`src/rtl/sfrp_pkg.sv`:
```
// Shared types, codes and decode functions for the sensor FIFO record parser.
// No dependencies; imported by the parser and the top level.
package sfrp_pkg;

  localparam int PAY_BYTES = 10;
  localparam int TIME_W    = 40;

  localparam logic [2:0] MODE_TAG   = 3'd0;
  localparam logic [2:0] MODE_SKIP  = 3'd1;
  localparam logic [2:0] MODE_SMALL = 3'd2;
  localparam logic [2:0] MODE_LARGE = 3'd3;
  localparam logic [2:0] MODE_FULL  = 3'd4;
  localparam logic [2:0] MODE_QUAT  = 3'd5;
  localparam logic [2:0] MODE_EULER = 3'd6;
  localparam logic [2:0] MODE_VECT  = 3'd7;

  localparam logic [1:0] FMT_QUAT  = 2'd0;
  localparam logic [1:0] FMT_EULER = 2'd1;
  localparam logic [1:0] FMT_VECT  = 2'd2;

  typedef struct packed {
    logic [7:0]        sensor_id;
    logic [1:0]        record_format;
    logic [TIME_W-1:0] timestamp;
    logic [15:0]       x_value;
    logic [15:0]       y_value;
    logic [15:0]       z_value;
    logic [15:0]       w_value;
    logic [15:0]       accuracy;
  } rec_t;

  function automatic logic [2:0] tag_mode(input logic [7:0] b);
    logic [2:0] m;
    m = MODE_TAG;
    case (b) inside
      8'hfb, 8'hf5: m = MODE_SMALL;
      8'hfc, 8'hf6: m = MODE_LARGE;
      8'hfd, 8'hf7: m = MODE_FULL;
      8'hfe, 8'hf8: m = MODE_SKIP;
      8'd34, 8'd35, 8'd37, 8'd38, 8'd40, 8'd41: m = MODE_QUAT;
      8'd43, 8'd44: m = MODE_EULER;
      8'd1, 8'd3, 8'd4, 8'd5, 8'd6, 8'd7, 8'd10, 8'd12, 8'd13, 8'd14,
      8'd15, 8'd16, 8'd19, 8'd21, 8'd22, 8'd23, 8'd24, 8'd25, 8'd28,
      8'd29, 8'd31, 8'd32, 8'd91, 8'd92, 8'd93: m = MODE_VECT;
      default: m = MODE_TAG;
    endcase
    return m;
  endfunction

  // Number of bytes that follow the tag byte.
  function automatic logic [3:0] mode_len(input logic [2:0] m);
    logic [3:0] n;
    case (m)
      MODE_SMALL: n = 4'd1;
      MODE_LARGE: n = 4'd2;
      MODE_SKIP:  n = 4'd3;
      MODE_FULL:  n = 4'd5;
      MODE_QUAT:  n = 4'd10;
      MODE_EULER: n = 4'd6;
      MODE_VECT:  n = 4'd6;
      default:    n = 4'd0;
    endcase
    return n;
  endfunction

endpackage

```
`src/rtl/sfrp_parser.sv`:
```
// Byte-wise record parser: tag decode, payload collection and tick time.
// Depends on sfrp_pkg.
module sfrp_parser (
  input  logic          clk,
  input  logic          rst_n,
  input  logic          in_fire,
  input  logic [7:0]    in_byte,
  input  logic          in_last,
  output logic          res_valid,
  output sfrp_pkg::rec_t res
);
  import sfrp_pkg::*;

  logic [2:0]                mode_r,  mode_nxt;
  logic [3:0]                left_r,  left_nxt;
  logic [7:0]                tag_r,   tag_nxt;
  logic [PAY_BYTES-1:0][7:0] pl_r,    pl_nxt;
  logic [TIME_W-1:0]         tick_r,  tick_nxt;
  logic [2:0]                dec_mode;
  logic [3:0]                idx;
  logic [3:0]                left_dec;
  logic [PAY_BYTES-1:0][7:0] pl_wr;
  logic                      tag_phase;

  always_comb begin
    dec_mode  = tag_mode(in_byte);
    tag_phase = (mode_r == MODE_TAG) || (left_r == 4'd0);
    idx       = mode_len(mode_r) - left_r;
    left_dec  = left_r - 4'd1;
    pl_wr     = pl_r;
    if (mode_r != MODE_SKIP) begin
      pl_wr[idx] = in_byte;
    end

    mode_nxt  = mode_r;
    left_nxt  = left_r;
    tag_nxt   = tag_r;
    pl_nxt    = pl_r;
    tick_nxt  = tick_r;
    res_valid = 1'b0;

    res.sensor_id     = tag_r;
    res.timestamp     = tick_r;
    res.x_value       = {pl_wr[1], pl_wr[0]};
    res.y_value       = {pl_wr[3], pl_wr[2]};
    res.z_value       = {pl_wr[5], pl_wr[4]};
    res.w_value       = 16'd0;
    res.accuracy      = 16'd0;
    res.record_format = FMT_VECT;
    case (mode_r)
      MODE_QUAT: begin
        res.record_format = FMT_QUAT;
        res.w_value       = {pl_wr[7], pl_wr[6]};
        res.accuracy      = {pl_wr[9], pl_wr[8]};
      end
      MODE_EULER: res.record_format = FMT_EULER;
      default:    res.record_format = FMT_VECT;
    endcase

    if (in_fire) begin
      if (tag_phase) begin
        mode_nxt = MODE_TAG;
        if (dec_mode != MODE_TAG) begin
          mode_nxt = dec_mode;
          left_nxt = mode_len(dec_mode);
          tag_nxt  = in_byte;
          pl_nxt   = '0;
        end
      end else begin
        pl_nxt   = pl_wr;
        left_nxt = left_dec;
        if (left_dec == 4'd0) begin
          mode_nxt = MODE_TAG;
          case (mode_r)
            MODE_SMALL: tick_nxt = tick_r + {32'd0, pl_wr[0]};
            MODE_LARGE: tick_nxt = tick_r + {24'd0, pl_wr[1], pl_wr[0]};
            MODE_FULL:  tick_nxt = {pl_wr[4], pl_wr[3], pl_wr[2], pl_wr[1], pl_wr[0]};
            MODE_QUAT, MODE_EULER, MODE_VECT: res_valid = 1'b1;
            default: tick_nxt = tick_r;
          endcase
        end
      end
      // The last byte of a read is processed first, then everything restarts.
      if (in_last) begin
        mode_nxt = MODE_TAG;
        left_nxt = 4'd0;
        tag_nxt  = 8'd0;
        pl_nxt   = '0;
        tick_nxt = '0;
      end
    end
  end

  always_ff @(posedge clk) begin
    if (!rst_n) begin
      mode_r <= MODE_TAG;
      left_r <= 4'd0;
      tag_r  <= 8'd0;
      tick_r <= '0;
    end else begin
      mode_r <= mode_nxt;
      left_r <= left_nxt;
      tag_r  <= tag_nxt;
      tick_r <= tick_nxt;
    end
  end

  always_ff @(posedge clk) begin
    pl_r <= pl_nxt;
  end

endmodule

```
`src/rtl/sensor_fifo_record_parser_core.sv`:
```
// Top level of the sensor FIFO record parser: stream ports and output skid.
// Depends on sfrp_pkg and sfrp_parser.
//
// The block takes one FIFO byte per cycle while not stalled and emits one record request
// when the last payload byte of a quaternion, Euler or vector record arrives, stamped
// with the running tick time. Each byte is fully handled in the cycle it is accepted,
// so the sustained rate is one byte per cycle when not stalled; a finished record is
// registered into the output register, or into the skid register while the output is
// held. The output register, backed by the one-entry skid register, keeps the input open
// while a record waits; the input stalls only when both are full. Asserting in_tlast on
// a byte processes it and then clears the parser and the time.
module sensor_fifo_record_parser_core (
  input  logic         clk,
  input  logic         rst_n,
  input  logic         in_tvalid,
  output logic         in_tready,
  input  logic [7:0]   in_tdata,   // data_byte[7:0]
  input  logic         in_tlast,   // end_of_read
  output logic         out_tvalid,
  input  logic         out_tready,
  output logic [127:0] out_tdata,  // sensor_id[7:0], timestamp[47:8], x_value[63:48],
                                   // y_value[79:64], z_value[95:80], w_value[111:96],
                                   // accuracy[127:112]
  output logic [1:0]   out_tuser   // record_format[1:0]
);
  import sfrp_pkg::*;

  logic in_fire;
  logic res_valid;
  rec_t res;
  logic out_v_r,  out_v_nxt;
  logic skid_v_r, skid_v_nxt;
  rec_t out_r,    out_nxt;
  rec_t skid_r,   skid_nxt;
  logic slot_free;

  assign in_tready = !skid_v_r;
  assign in_fire   = in_tvalid && in_tready;

  sfrp_parser u_parser (
    .clk       (clk),
    .rst_n     (rst_n),
    .in_fire   (in_fire),
    .in_byte   (in_tdata),
    .in_last   (in_tlast),
    .res_valid (res_valid),
    .res       (res)
  );

  always_comb begin
    slot_free  = !out_v_r || out_tready;
    out_v_nxt  = out_v_r;
    skid_v_nxt = skid_v_r;
    out_nxt    = out_r;
    skid_nxt   = skid_r;
    if (slot_free) begin
      if (skid_v_r) begin
        out_nxt    = skid_r;
        out_v_nxt  = 1'b1;
        skid_v_nxt = 1'b0;
      end else begin
        out_nxt   = res;
        out_v_nxt = res_valid;
      end
    end else if (res_valid) begin
      skid_nxt   = res;
      skid_v_nxt = 1'b1;
    end
  end

  always_ff @(posedge clk) begin
    if (!rst_n) begin
      out_v_r  <= 1'b0;
      skid_v_r <= 1'b0;
    end else begin
      out_v_r  <= out_v_nxt;
      skid_v_r <= skid_v_nxt;
    end
  end

  always_ff @(posedge clk) begin
    out_r  <= out_nxt;
    skid_r <= skid_nxt;
  end

  assign out_tvalid = out_v_r;
  assign out_tuser  = out_r.record_format;
  assign out_tdata  = {out_r.accuracy, out_r.w_value, out_r.z_value, out_r.y_value,
                       out_r.x_value, out_r.timestamp, out_r.sensor_id};

endmodule

```
`config.mk`:
```
export PLATFORM = sky130hd
export DESIGN_NAME = sensor_fifo_record_parser_core
export DESIGN_NICKNAME = d
export VERILOG_FILES = /design/src/rtl/sfrp_pkg.sv /design/src/rtl/sfrp_parser.sv /design/src/rtl/sensor_fifo_record_parser_core.sv
export SDC_FILE = /design/constraint.sdc
export NUM_CORES = 1
export LEC_CHECK = 0
export BUFFER_PORTS_ARGS = -buffer_cell sky130_fd_sc_hd__clkbuf_2
export CORE_MARGIN = 3
export CORE_UTILIZATION = 40
export DETAILED_ROUTE_END_ITERATION = 10
export PLACE_DENSITY = 0.69
export SYNTH_ARGS = -nofsm -noshare
export SYNTH_HDL_FRONTEND = slang
export SYNTH_SLANG_ARGS = --single-unit
```
`constraint.sdc`:
```
create_clock -name clk -period 31.4 [get_ports clk]
set_input_delay 1.57 -clock clk [delete_from_list [all_inputs] [get_ports clk]]
set_output_delay 1.57 -clock clk [all_outputs]
set_load 0.1 [all_outputs]
```
==> out/metrics.yaml, run 1 <==
clock_tree:
  ctsLongestPathBuffers: 3
  cts_buffers: 43
  cts.clk_slew.worst_paths_ps: 60
  htreeDepth: 2
  postCtsSetupBuffers: 0
  clock_latency_ps: 570
  cts-root-buf: "clkbuf_16"
  cts.sinks: 397
  hold_buffers: 0
  cts_tree: "yes"
  cts_resized: 0
run_status:
  status: "complete, no violations"
finish:
  mostFrequentLayoutCells: "edfxtp_1, clkbuf_2, nor2_1"
  num-fill-cells: 3924
  multi_input_area_um2: 6130
  syn_to_final_growth_pct: 15.4
  antenna_cells: 0
  fin_cells: 2112
  num-nets-final: 1531
  final-seq-area_um2: 11400
  drive_gt1_frac: 0.249
  final_area_um2: 20600
  final_common_cell: "edfxtp_1"
setup_path:
  cp_max_fo: 16
  critPathMaxStageDelay_ps: 760
  start_kind: "flip-flop"
  path_class: "reg -> reg"
  r2r_start: "u_parser.mode_r[2]$_SDFFE_PN0P_"
  end_kind: "flip-flop"
  path_buf_inv: 1
  worstPathRequired_ps: 31870
  r2r_end: "u_parser.tick_r[20]$_SDFFE_PN0P_"
  r2r_setup_slack_ps: 25430
  worst_path_max_delay_cell: "o211ai_1"
  path_cells: "nor3b_1 -> nor2_1 -> ha_1 -> fa_1 -> xor2_1 -> nor3b_2 -> mux2_2 -> ha_1 -> inv_1 -> fa_1 -> nor2b_1 -> o2111ai_1 -> a21oi_1 -> o211ai_1 -> a21boi_0 -> a22o_1 -> a31o_2"
  cp_top_family: "compound AO/OA/AOI/OAI gates"
  reg2reg_depth: 17
  critPathArrivalTime_ps: 6440
detailed_routing:
  drt-initial-drc-count: 827
  wl_per_cell_um: 20.7
  dr.pass1.iters: 5
  via_count: 11700
  viasPerCell: 5.52
  drc_errors: 0
  drt.antenna.violating_nets: 0
  wl_um: 43800
sta:
  slew_viol_final: 0
  rsz0062_at_grt: "no"
  setup_viol: 0
  finalCritPeriodShare: 0.190
  timing.final.ws_setup_ps: 25430
  min_period_ps: 5970
  finalClockSkew_ps: 28.2
  tightest_slew_ps: 1220
  finalHoldViolCount: 0
  finalSetupTns_ps: 0
  slew_headroom: 0.186
  fmax_mhz: 167
die:
  die_area_um2: 47200
  start_util: 0.410
  row_count: 76
  io_pins: 145
  core-area_um2: 43600
  die_h_um: 217
  fp.dieW_um: 217
grt:
  grt_max_degree: 82
  grt_pass1_vias: 11600
  grt_pass1_wl_um: 67600
  globalRouteTotalUtil: 0.184
  grt_overflow_total: 0
  antenna_found_initial: 1
power:
  comb_power_share: 0.099
  clkPwrFrac: 0.420
  power_frac_seq: 0.480
  swShare: 0.247
  netSwitchingPower_mw: 0.303
  leakagePower_nw: 7.80
  internal-power_mw: 0.922
  cellPowerDensity_nw_per_um2: 59.4
  peakVddDrop_v: 0.0000419
worst_hold_path:
  min_to: "skid_r[127]$_DFFE_PP_"
  whs_path_depth: 0
  hp-start: "u_parser.tag_r[5]$_SDFFE_PN0P_"
  hp-class: "reg -> reg"
run:
  cap_violations: 0
place:
  portBuffers: 144
  dp_hpwl_um: 28400
  gp_congestion: 0.890
  post_dp_cell_area_um2: 19200
  dp_cells: 2035
  post-place-ws_ps: 25550
synthesis:
  synth_ff_type: "edfxtp_1"
  syn_area_um2: 17900
  synth-async-reset-ratio: 0
  synth_seq_area_share: 0.636
  yosys_warnings: 0
  syn_avg_cell_area_um2: 13.1
  synth-edff-count: 340
  ys_ff_latch: 397
  synth_nets: 1400
  yosysUniqueCellTypes: 81
  syn_inst: 1364
[worst reg2reg max path, delay by kind of cell, from the launching register on]
family | cells | cell delay, ps
fa+ha+maj | 4 | 1000
compound gates | 6 | 2020
flops | 1 | 730
simple gates | 4 | 1140
mux | 1 | 450
xor+xnor | 1 | 450
buf+inv | 1 | 80
[worst max path at each step]
stage,startpoint,to,slack [ps],cells after the start
after floorplan,out_tready,skid_r[0]$_DFFE_PP_,19290,2
final,u_parser.mode_r[2]$_SDFFE_PN0P_,u_parser.tick_r[20]$_SDFFE_PN0P_,25430,17
after detailed placement,u_parser.mode_r[2]$_SDFFE_PN0P_,u_parser.tick_r[20]$_SDFFE_PN0P_,25550,17
after global placement,u_parser.mode_r[2]$_SDFFE_PN0P_,u_parser.tick_r[33]$_SDFFE_PN0P_,25770,17
after CTS,u_parser.mode_r[2]$_SDFFE_PN0P_,u_parser.tick_r[20]$_SDFFE_PN0P_,25530,17
after global routing,u_parser.mode_r[2]$_SDFFE_PN0P_,u_parser.tick_r[20]$_SDFFE_PN0P_,25030,17
[state kept, by name, indices dropped and copies added, names as in the netlist]
| signal | flops |
|---|---|
| skid_r | 130 |
| out_tdata | 128 |
| u_parser.pl_r | 80 |
| u_parser.tick_r | 40 |
| u_parser.tag_r | 8 |
| u_parser.left_r | 4 |
| u_parser.mode_r | 3 |
| out_tuser | 2 |
| out_tvalid | 1 |
| skid_v_r | 1 |
[cell type report]
class,instances,area share
repair buffers,158,0.0401
well taps,585,0.0355
inverters,33,0.00601
clock buffers,63,0.0593
multi-input cells,862,0.298
flip-flops and latches,397,0.551
clock inverters,14,0.0106
[power by group through the flow]
| stage | logic, mW | clock network [mW] | registers, mW |
|---|---|---|---|
| after detailed placement | 0.121 | 0 | 0.600 |
| after global routing | 0.128 | 0.550 | 0.589 |
| after CTS | 0.122 | 0.528 | 0.589 |
| after floorplan | 0.0447 | 0 | 0.649 |
| final | 0.122 | 0.515 | 0.588 |
| after global placement | 0.120 | 0 | 0.599 |
[cells in the mapped netlist, drive strengths merged (11+ instances only)]
cell type  number  share of area
ha             21          0.015
nand2         101          0.021
a21oi          37          0.010
nor2          141          0.030
o22ai          11         0.0042
mux2i          44          0.025
mux2          133          0.084
o211ai         11         0.0046
o31ai          33          0.014
xnor2          14         0.0073
nor3           12         0.0043
buf            11         0.0034
o21ai          36          0.010
and2           13         0.0046
dfxtp          57          0.064
and3           13         0.0046
clkbuf         61          0.013
a22oi          23         0.0097
inv            32         0.0067
edfxtp        340           0.57
nor2b          45          0.016
nand4          16         0.0056
nand3          19         0.0053
[cell families (layout without fill, tap and decap cells)]
| family | Yosys count | count (layout) | synth area share |
|---|---|---|---|
| XOR/XNOR | 24 | 24 | 0.0122 |
| adder cells (fa/ha/maj) | 24 | 24 | 0.0175 |
| AO/OA/AOI/OAI | 235 | 235 | 0.0935 |
| AND/OR/NAND/NOR | 402 | 402 | 0.109 |
| flip-flops | 397 | 397 | 0.636 |
| multiplexers | 177 | 177 | 0.109 |
| buffers and inverters | 105 | 268 | 0.0231 |
[metal layers]
metal  routed length (um)  vias to the layer above  GRT usage
met4                 1540                        2     0.0696
met2                20200                      420      0.290
li1                     -                     5395          -
met5                   13                        -          0
met1                19100                     5733      0.250
met3                 3000                      100     0.0410
[stage by stage]
stage                      util  hold slack [ps]  power (mW)
after floorplan               -              406       0.694
final                     0.473              464        1.22
after CTS                 0.473              465        1.24
after detailed placement  0.440              451       0.721
after global routing      0.473              480        1.27
after global placement    0.440              444       0.719
(Power assumes the default switching activity.)
==> run 2, diff against run 1 <==
Settings changed: ABC_AREA set to 1, PLACE_DENSITY 0.69 to 0.71.
Clock period 31.4 ns to 5.15 ns, I/O delays scaled along.
==> run 2 against run 1 <==
  * Clock power rose to 6.1 times the previous value
  * Clock-buffer cell count fell by 11
  * Routed wire length rose by 15%
  * Non-clock buffer count rose by 2
  * Sequential power rose to 6.2 times the previous value
  * Core utilization fell by 0.78 points
  * Via count rose by 25%
  * Largest cell class unchanged
  * Sequential cell count did not move
==> out/metrics.yaml, run 2 <==
run_status:
  status: "complete, no violations"
synthesis:
  synth_seq_area_share: 0.594  # -0.0415
  yosysMostFrequentCell: "nand2_1"
  synth_common_cells: "nand2_1, edfxtp_1, inv_1"
  yosysUniqueCellTypes: 46  # -43%
  syn_area_um2: 19100  # +7.0%
  syn_avg_cell_area_um2: 9.05  # -31%
  yosysTopAreaCell: "edfxtp_1"
  synth-async-reset-ratio: 0  # unchanged
  synth-edff-count: 340  # unchanged
  yosys_warnings: 0  # unchanged
  synth_top_area_frac: 0.535  # -0.0373
  synth_ff_type: "edfxtp_1"
  synth_nets: 2146  # +53%
  synth_area_leaders: "edfxtp_1, nand2_1, dfxtp_1"
  ys_ff_latch: 397  # unchanged
  syn_inst: 2110  # +55%
detailed_routing:
  dr.pass1.iters: 7  # +2
  drt-initial-drc-count: 1356  # +64%
  viasPerCell: 5.09  # -7.8%
  wl_per_cell_um: 17.5  # -16%
  drt.antenna.violating_nets: 0  # unchanged
  wl_um: 50200  # +15%
  drc_errors: 0  # unchanged
  via_count: 14600  # +25%
grt:
  antenna_found_initial: 1  # unchanged
  globalRouteTotalUtil: 0.197  # +0.0132
  grt_pass1_vias: 13600  # +18%
  grt_pass1_wl_um: 78100  # +16%
  grt_overflow_total: 0  # unchanged
  grt_max_degree: 85  # +3.7%
sta:
  min_period_ps: 4800  # -1170 ps
  tightest_slew_ps: 1220  # -3.15 ps
  rsz0062_at_grt: "no"
  finalSetupTns_ps: 0  # unchanged
  finalClockSkew_ps: 36.0  # +7.81 ps
  slew_headroom: 0.188  # +0.00210
  finalHoldViolCount: 0  # unchanged
  setup_viol: 0  # unchanged
  finalCritPeriodShare: 0.932  # +0.742
  slew_viol_final: 0  # unchanged
  fmax_mhz: 208  # +24%
finish:
  num-nets-final: 2263  # +48%
  top_register: "skid_r"
  final_common_cell: "nand2_1"
  num-fill-cells: 4485  # +14%
  antenna_cells: 0  # unchanged
  largest_reg_flops: 130  # unchanged
  fin_cells: 2867  # +36%
  mostFrequentLayoutCells: "nand2_1, edfxtp_1, inv_1"
  fin_util: 0.465  # -0.00783
  syn_to_final_growth_pct: 14.2
  drive_gt1_frac: 0.135  # -0.114
clock_tree:
  cts-root-buf: "clkbuf_16"
  cts.sinks: 397  # unchanged
  ctsLongestPathBuffers: 3  # unchanged
  clock_latency_ps: 590  # +20 ps
  cts.clk_slew.worst_paths_ps: 70  # about the same
  cts_tree: "yes"
  htreeDepth: 2  # unchanged
  cts_buffers: 42  # -2.3%
setup_path:
  end_kind: "flip-flop"
  critPathArrivalTime_ps: 5200  # -1240 ps
  path_class: "reg -> reg"
  start_kind: "flip-flop"
  worstPathRequired_ps: 5540  # -26330 ps
  cp_max_fo: 16  # unchanged
worst_hold_path:
  hp-class: "in -> reg"
power:
  leakagePower_nw: 9.36  # +20%
  peakVddDrop_v: 0.000256  # +510%
  cellPowerDensity_nw_per_um2: 365  # +510%
run:
  cap_violations: 0  # unchanged
die:
  io_pins: 145  # unchanged
  fp.dieW_um: 225  # +3.3%
  die_h_um: 225  # +3.3%
  core-area_um2: 46900  # +7.6%
  row_count: 79  # +3.9%
  start_util: 0.408  # -0.00228
  die_area_um2: 50400  # +6.8%
place:
  gp_congestion: 0.914  # +2.6%
  dp_cells: 2788  # +37%
  dp_hpwl_um: 33500  # +18%
  portBuffers: 144  # unchanged
==> run 2: metrics by stage <==
| step | total power [mW] | hold WS, ps | cell area (um2) | setup slack, ps |
|---|---|---|---|---|
| finish | 7.95 | 48.4 | 21800 | 348 |
| global route | 8.25 | 74.2 | 21800 | 8.62 |
| CTS | 8.01 | 11.8 | 21800 | 82.1 |
| detailed placement | 4.84 | 422 | 20300 | 141 |
| global placement | 4.82 | 412 | 20300 | 322 |
| floorplan | 4.62 | 408 | 19100 | 558 |
==> run 2: critical path, cell delays in order, from the launching register on <==
cell	delay (ps)
dfxtp_1	470
nand2_1	140
nor2_4	210
a21oi_1	70
ha_1	230
fa_1	560
inv_1	120
nor3_4	300
nand3_4	290
o21ai_2	330
nor2_1	70
ha_1	360
a21oi_1	300
nand2_1	140
a21oi_1	280
nand2_1	230
nand2_1	160
nor2_1	50
nand3_1	60
nand3_1	60
nand2_1	90
a21oi_1	50
==> run 2: repair_timing <==
| item | CTS | global route |
|---|---|---|
| hold buffers | 0 | 0 |
| endpoints found under the setup margin | 0 | 28 |
| setup buffers | 0 | 2 |
| resized for setup | 0 | 7 |
==> run 2: path summary, 6_finish.rpt <==
| kind | end | depth (start not counted) | slack [ps] | startpoint |
|---|---|---|---|---|
| max reg2reg | u_parser.tick_r[36]$_SDFFE_PN0P_ | 21 | 350 | u_parser.mode_r[0]$_SDFFE_PN0P_ |
| min | u_parser.tag_r[3]$_SDFFE_PN0P_ | 3 | 50 | rst_n |
| max | u_parser.tick_r[36]$_SDFFE_PN0P_ | 21 | 350 | u_parser.mode_r[0]$_SDFFE_PN0P_ |
| min reg2reg | skid_r[126]$_DFFE_PP_ | 0 | 440 | u_parser.tag_r[4]$_SDFFE_PN0P_ |
==> run 2: cell type report <==
type	count	area, um2	area share
Clock buffer	52	1130	0.0518
Clock inverter	25	303	0.0139
Inverter	278	1050	0.0480
Multi-Input combinational cell	1348	6360	0.292
Sequential cell	397	11400	0.521
Tap cell	607	759	0.0348
Timing Repair Buffer	160	853	0.0391
==> run 2: kinds of logic after synthesis <==
group	share of synthesized area
buffers and inverters	0.0754
flip-flops	0.594
AO/OA/AOI/OAI	0.0850
AND/OR/NAND/NOR	0.226
adder cells (fa/ha/maj)	0.0159
XOR/XNOR	0.00373
==> run 2: layer usage <==
layer / GRT usage / share of wire / up-vias
met5: 0 / 0 / -
met4: 0.0709 / 0.029 / 0
met3: 0.0275 / 0.060 / 88
met2: 0.314 / 0.46 / 445
met1: 0.277 / 0.45 / 6894
li1: - / - / 7160
==> run 2: power by group <==
group	internal [mW]	total, mW	switching (mW)
clock	1.87	3.16	1.29
combinational	0.214	1.15	0.933
sequential	3.60	3.64	0.0425
total	5.68	7.95	2.27
==> run 3, diff against run 2 <==
Settings changed: CTS_BUF_LIST set to sky130_fd_sc_hd__clkbuf_4.
==> run 3 against run 2 <==
  * Sequential cell count did not move
  * Global-route usage rose by 0.19 points
  * Routed wire length rose by 1.1%
  * Setup slack improved by 92 ps
  * Final cell count rose by 4.2%
  * Combinational power barely moved
  * Via count rose by 2.4%
  * Die area did not move
  * Clock power fell by 12%
  * Core utilization barely moved
  * Largest cell class unchanged
==> out/metrics.yaml, run 3 (synthesized netlist as in run 2, its figures left out) <==
run_status:
  status: "complete, no violations"
place:
  gp_congestion: 0.914  # unchanged
  post-place-ws_ps: 141  # unchanged
  dp_hpwl_um: 33500  # unchanged
  post_dp_cell_area_um2: 20300  # unchanged
  portBuffers: 144  # unchanged
sta:
  tightest_slew_ps: 1220  # +2.73 ps
  fmax_mhz: 212  # +2.0%
  finalCritPeriodShare: 0.915  # -0.0179
  setup_viol: 0  # unchanged
  slew_viol_final: 0  # unchanged
  rsz0062_at_grt: "no"
  finalHoldViolCount: 0  # unchanged
  timing.final.ws_setup_ps: 440  # +92.0 ps
  finalClockSkew_ps: 95.5  # +59.4 ps
  finalSetupTns_ps: 0  # unchanged
  min_period_ps: 4710  # -92.0 ps
  slew_headroom: 0.186  # -0.00182
grt:
  globalRouteTotalUtil: 0.199  # +0.00188
  grt_pass1_vias: 14100  # +3.5%
  antenna_found_initial: 1  # unchanged
  grt_overflow_total: 0  # unchanged
  grt_max_degree: 85  # unchanged
  grt_pass1_wl_um: 78600  # +0.58%
finish:
  final_common_cell: "nand2_1"
  final_area_um2: 21800  # about the same
  drive_gt1_frac: 0.173  # +0.0382
  syn_to_final_growth_pct: 14.1  # about the same
  mostFrequentLayoutCells: "nand2_1, edfxtp_1, inv_1"
  num-nets-final: 2330  # +3.0%
  largest_reg_flops: 130  # unchanged
  top_register: "skid_r"
die:
  start_util: 0.408  # unchanged
  io_pins: 145  # unchanged
  die_h_um: 225  # unchanged
  fp.dieW_um: 225  # unchanged
  core-area_um2: 46900  # unchanged
  die_area_um2: 50400  # unchanged
  row_count: 79  # unchanged
clock_tree:
  cts.clk_slew.worst_paths_ps: 70  # about the same
  ctsLongestPathBuffers: 3  # unchanged
  cts_buffers: 102  # +140%
  clock_latency_ps: 870  # +280 ps
  cts.sinks: 397  # unchanged
  cts-root-buf: "clkbuf_4"
  htreeDepth: 3  # +1
  cts_tree: "yes"
setup_path:
  critPathArrivalTime_ps: 5330  # +130 ps
  critPathMostFrequentCell: "nand2_1"
  critPathMaxStageDelay_ps: 550  # about the same
  worst_path_max_delay_cell: "fa_1"
  path_class: "reg -> reg"
  worstPathRequired_ps: 5770  # +230 ps
  cp_max_fo: 13  # -3
  end_kind: "flip-flop"
  start_kind: "flip-flop"
detailed_routing:
  wl_um: 50700  # +1.1%
  drt.antenna.violating_nets: 0  # unchanged
  via_count: 14900  # +2.4%
  drc_errors: 0  # unchanged
  dr.pass1.iters: 5  # -2
  viasPerCell: 5.00  # -1.8%
  wl_per_cell_um: 17.0  # -3.0%
  drt-initial-drc-count: 1324  # -2.4%
power:
  peakVddDrop_v: 0.000234  # -8.5%
  finalPower_mw: 7.57  # -4.8%
  leakagePower_nw: 9.49  # +1.4%
  cellPowerDensity_nw_per_um2: 347  # -4.8%
run:
  cap_violations: 0  # unchanged
worst_hold_path:
  hp-class: "in -> reg"
[run 3: cell types whose count changed in the layout (fill, tap and decap cells not counted), sizes merged]
cell,change
clkbuf,+94
clkinv,+20
clkinvlp,+3
bufinv,-4
diode,+1
buf,+3
dlygate4sd3,+4
[run 3: metal layers]
layer	part of all wire	vias to the layer above	global-route usage	wire length, um
li1	-	7378	-	-
met1	0.46	6987	0.273	23100
met2	0.45	468	0.310	23100
met3	0.060	98	0.0397	3020
met4	0.030	0	0.0853	1540
met5	0	-	0	0
[run 3: timing repair]
action | CTS | global route
endpoints found under the hold margin | 17 | 0
endpoints found under the setup margin | 0 | 26
setup buffers | 0 | 5
hold buffers | 4 | 0
gates resized for setup | 0 | 7
[run 3: per-stage QoR]
step	cells	hold WS (ps)	utilization
2_1_floorplan	2110	408	-
3_3_place_gp	2788	412	0.434
3_5_place_dp	2788	422	0.434
4_1_cts	2982	52.0	0.464
5_1_grt	2988	157	0.465
6_report	2988	107	0.465
[run 3: critical path: cells and delay by family (launching register included)]
kind,cells,cell delay (ps)
and+or+nand+nor,14,1740
DFF,1,460
buffers and inverters,5,620
adders and majority gates,3,1220
AOI/OAI and AO/OA,4,450
[run 3: final cells by class]
cell class / instances / area [um2]
timing repair buffer: 167 / 928
clock buffer: 146 / 1100
inverter: 278 / 1050
tap: 607 / 759
multi-input combinational: 1348 / 6360
antenna: 1 / 2.50
clock inverter: 44 / 250
sequential: 397 / 11400
fill: 4546 / 25100
[run 3: path summary, 6_finish.rpt]
check,to,cells after the start,slack [ps],from
max reg2reg,u_parser.tick_r[24]$_SDFFE_PN0P_,26,440,u_parser.mode_r[0]$_SDFFE_PN0P_
min reg2reg,skid_r[129]$_DFFE_PP_,0,440,u_parser.tag_r[7]$_SDFFE_PN0P_
min,skid_v_r$_SDFFE_PP0P_,4,110,out_tready
max,u_parser.tick_r[24]$_SDFFE_PN0P_,26,440,u_parser.mode_r[0]$_SDFFE_PN0P_
[run 3: report_power, final]
| group | internal [mW] | switching [mW] | total (mW) |
|---|---|---|---|
| Sequential | 3.59 | 0.0428 | 3.64 |
| Combinational | 0.223 | 0.937 | 1.16 |
| Clock | 1.42 | 1.35 | 2.77 |
| Total | 5.24 | 2.33 | 7.57 |
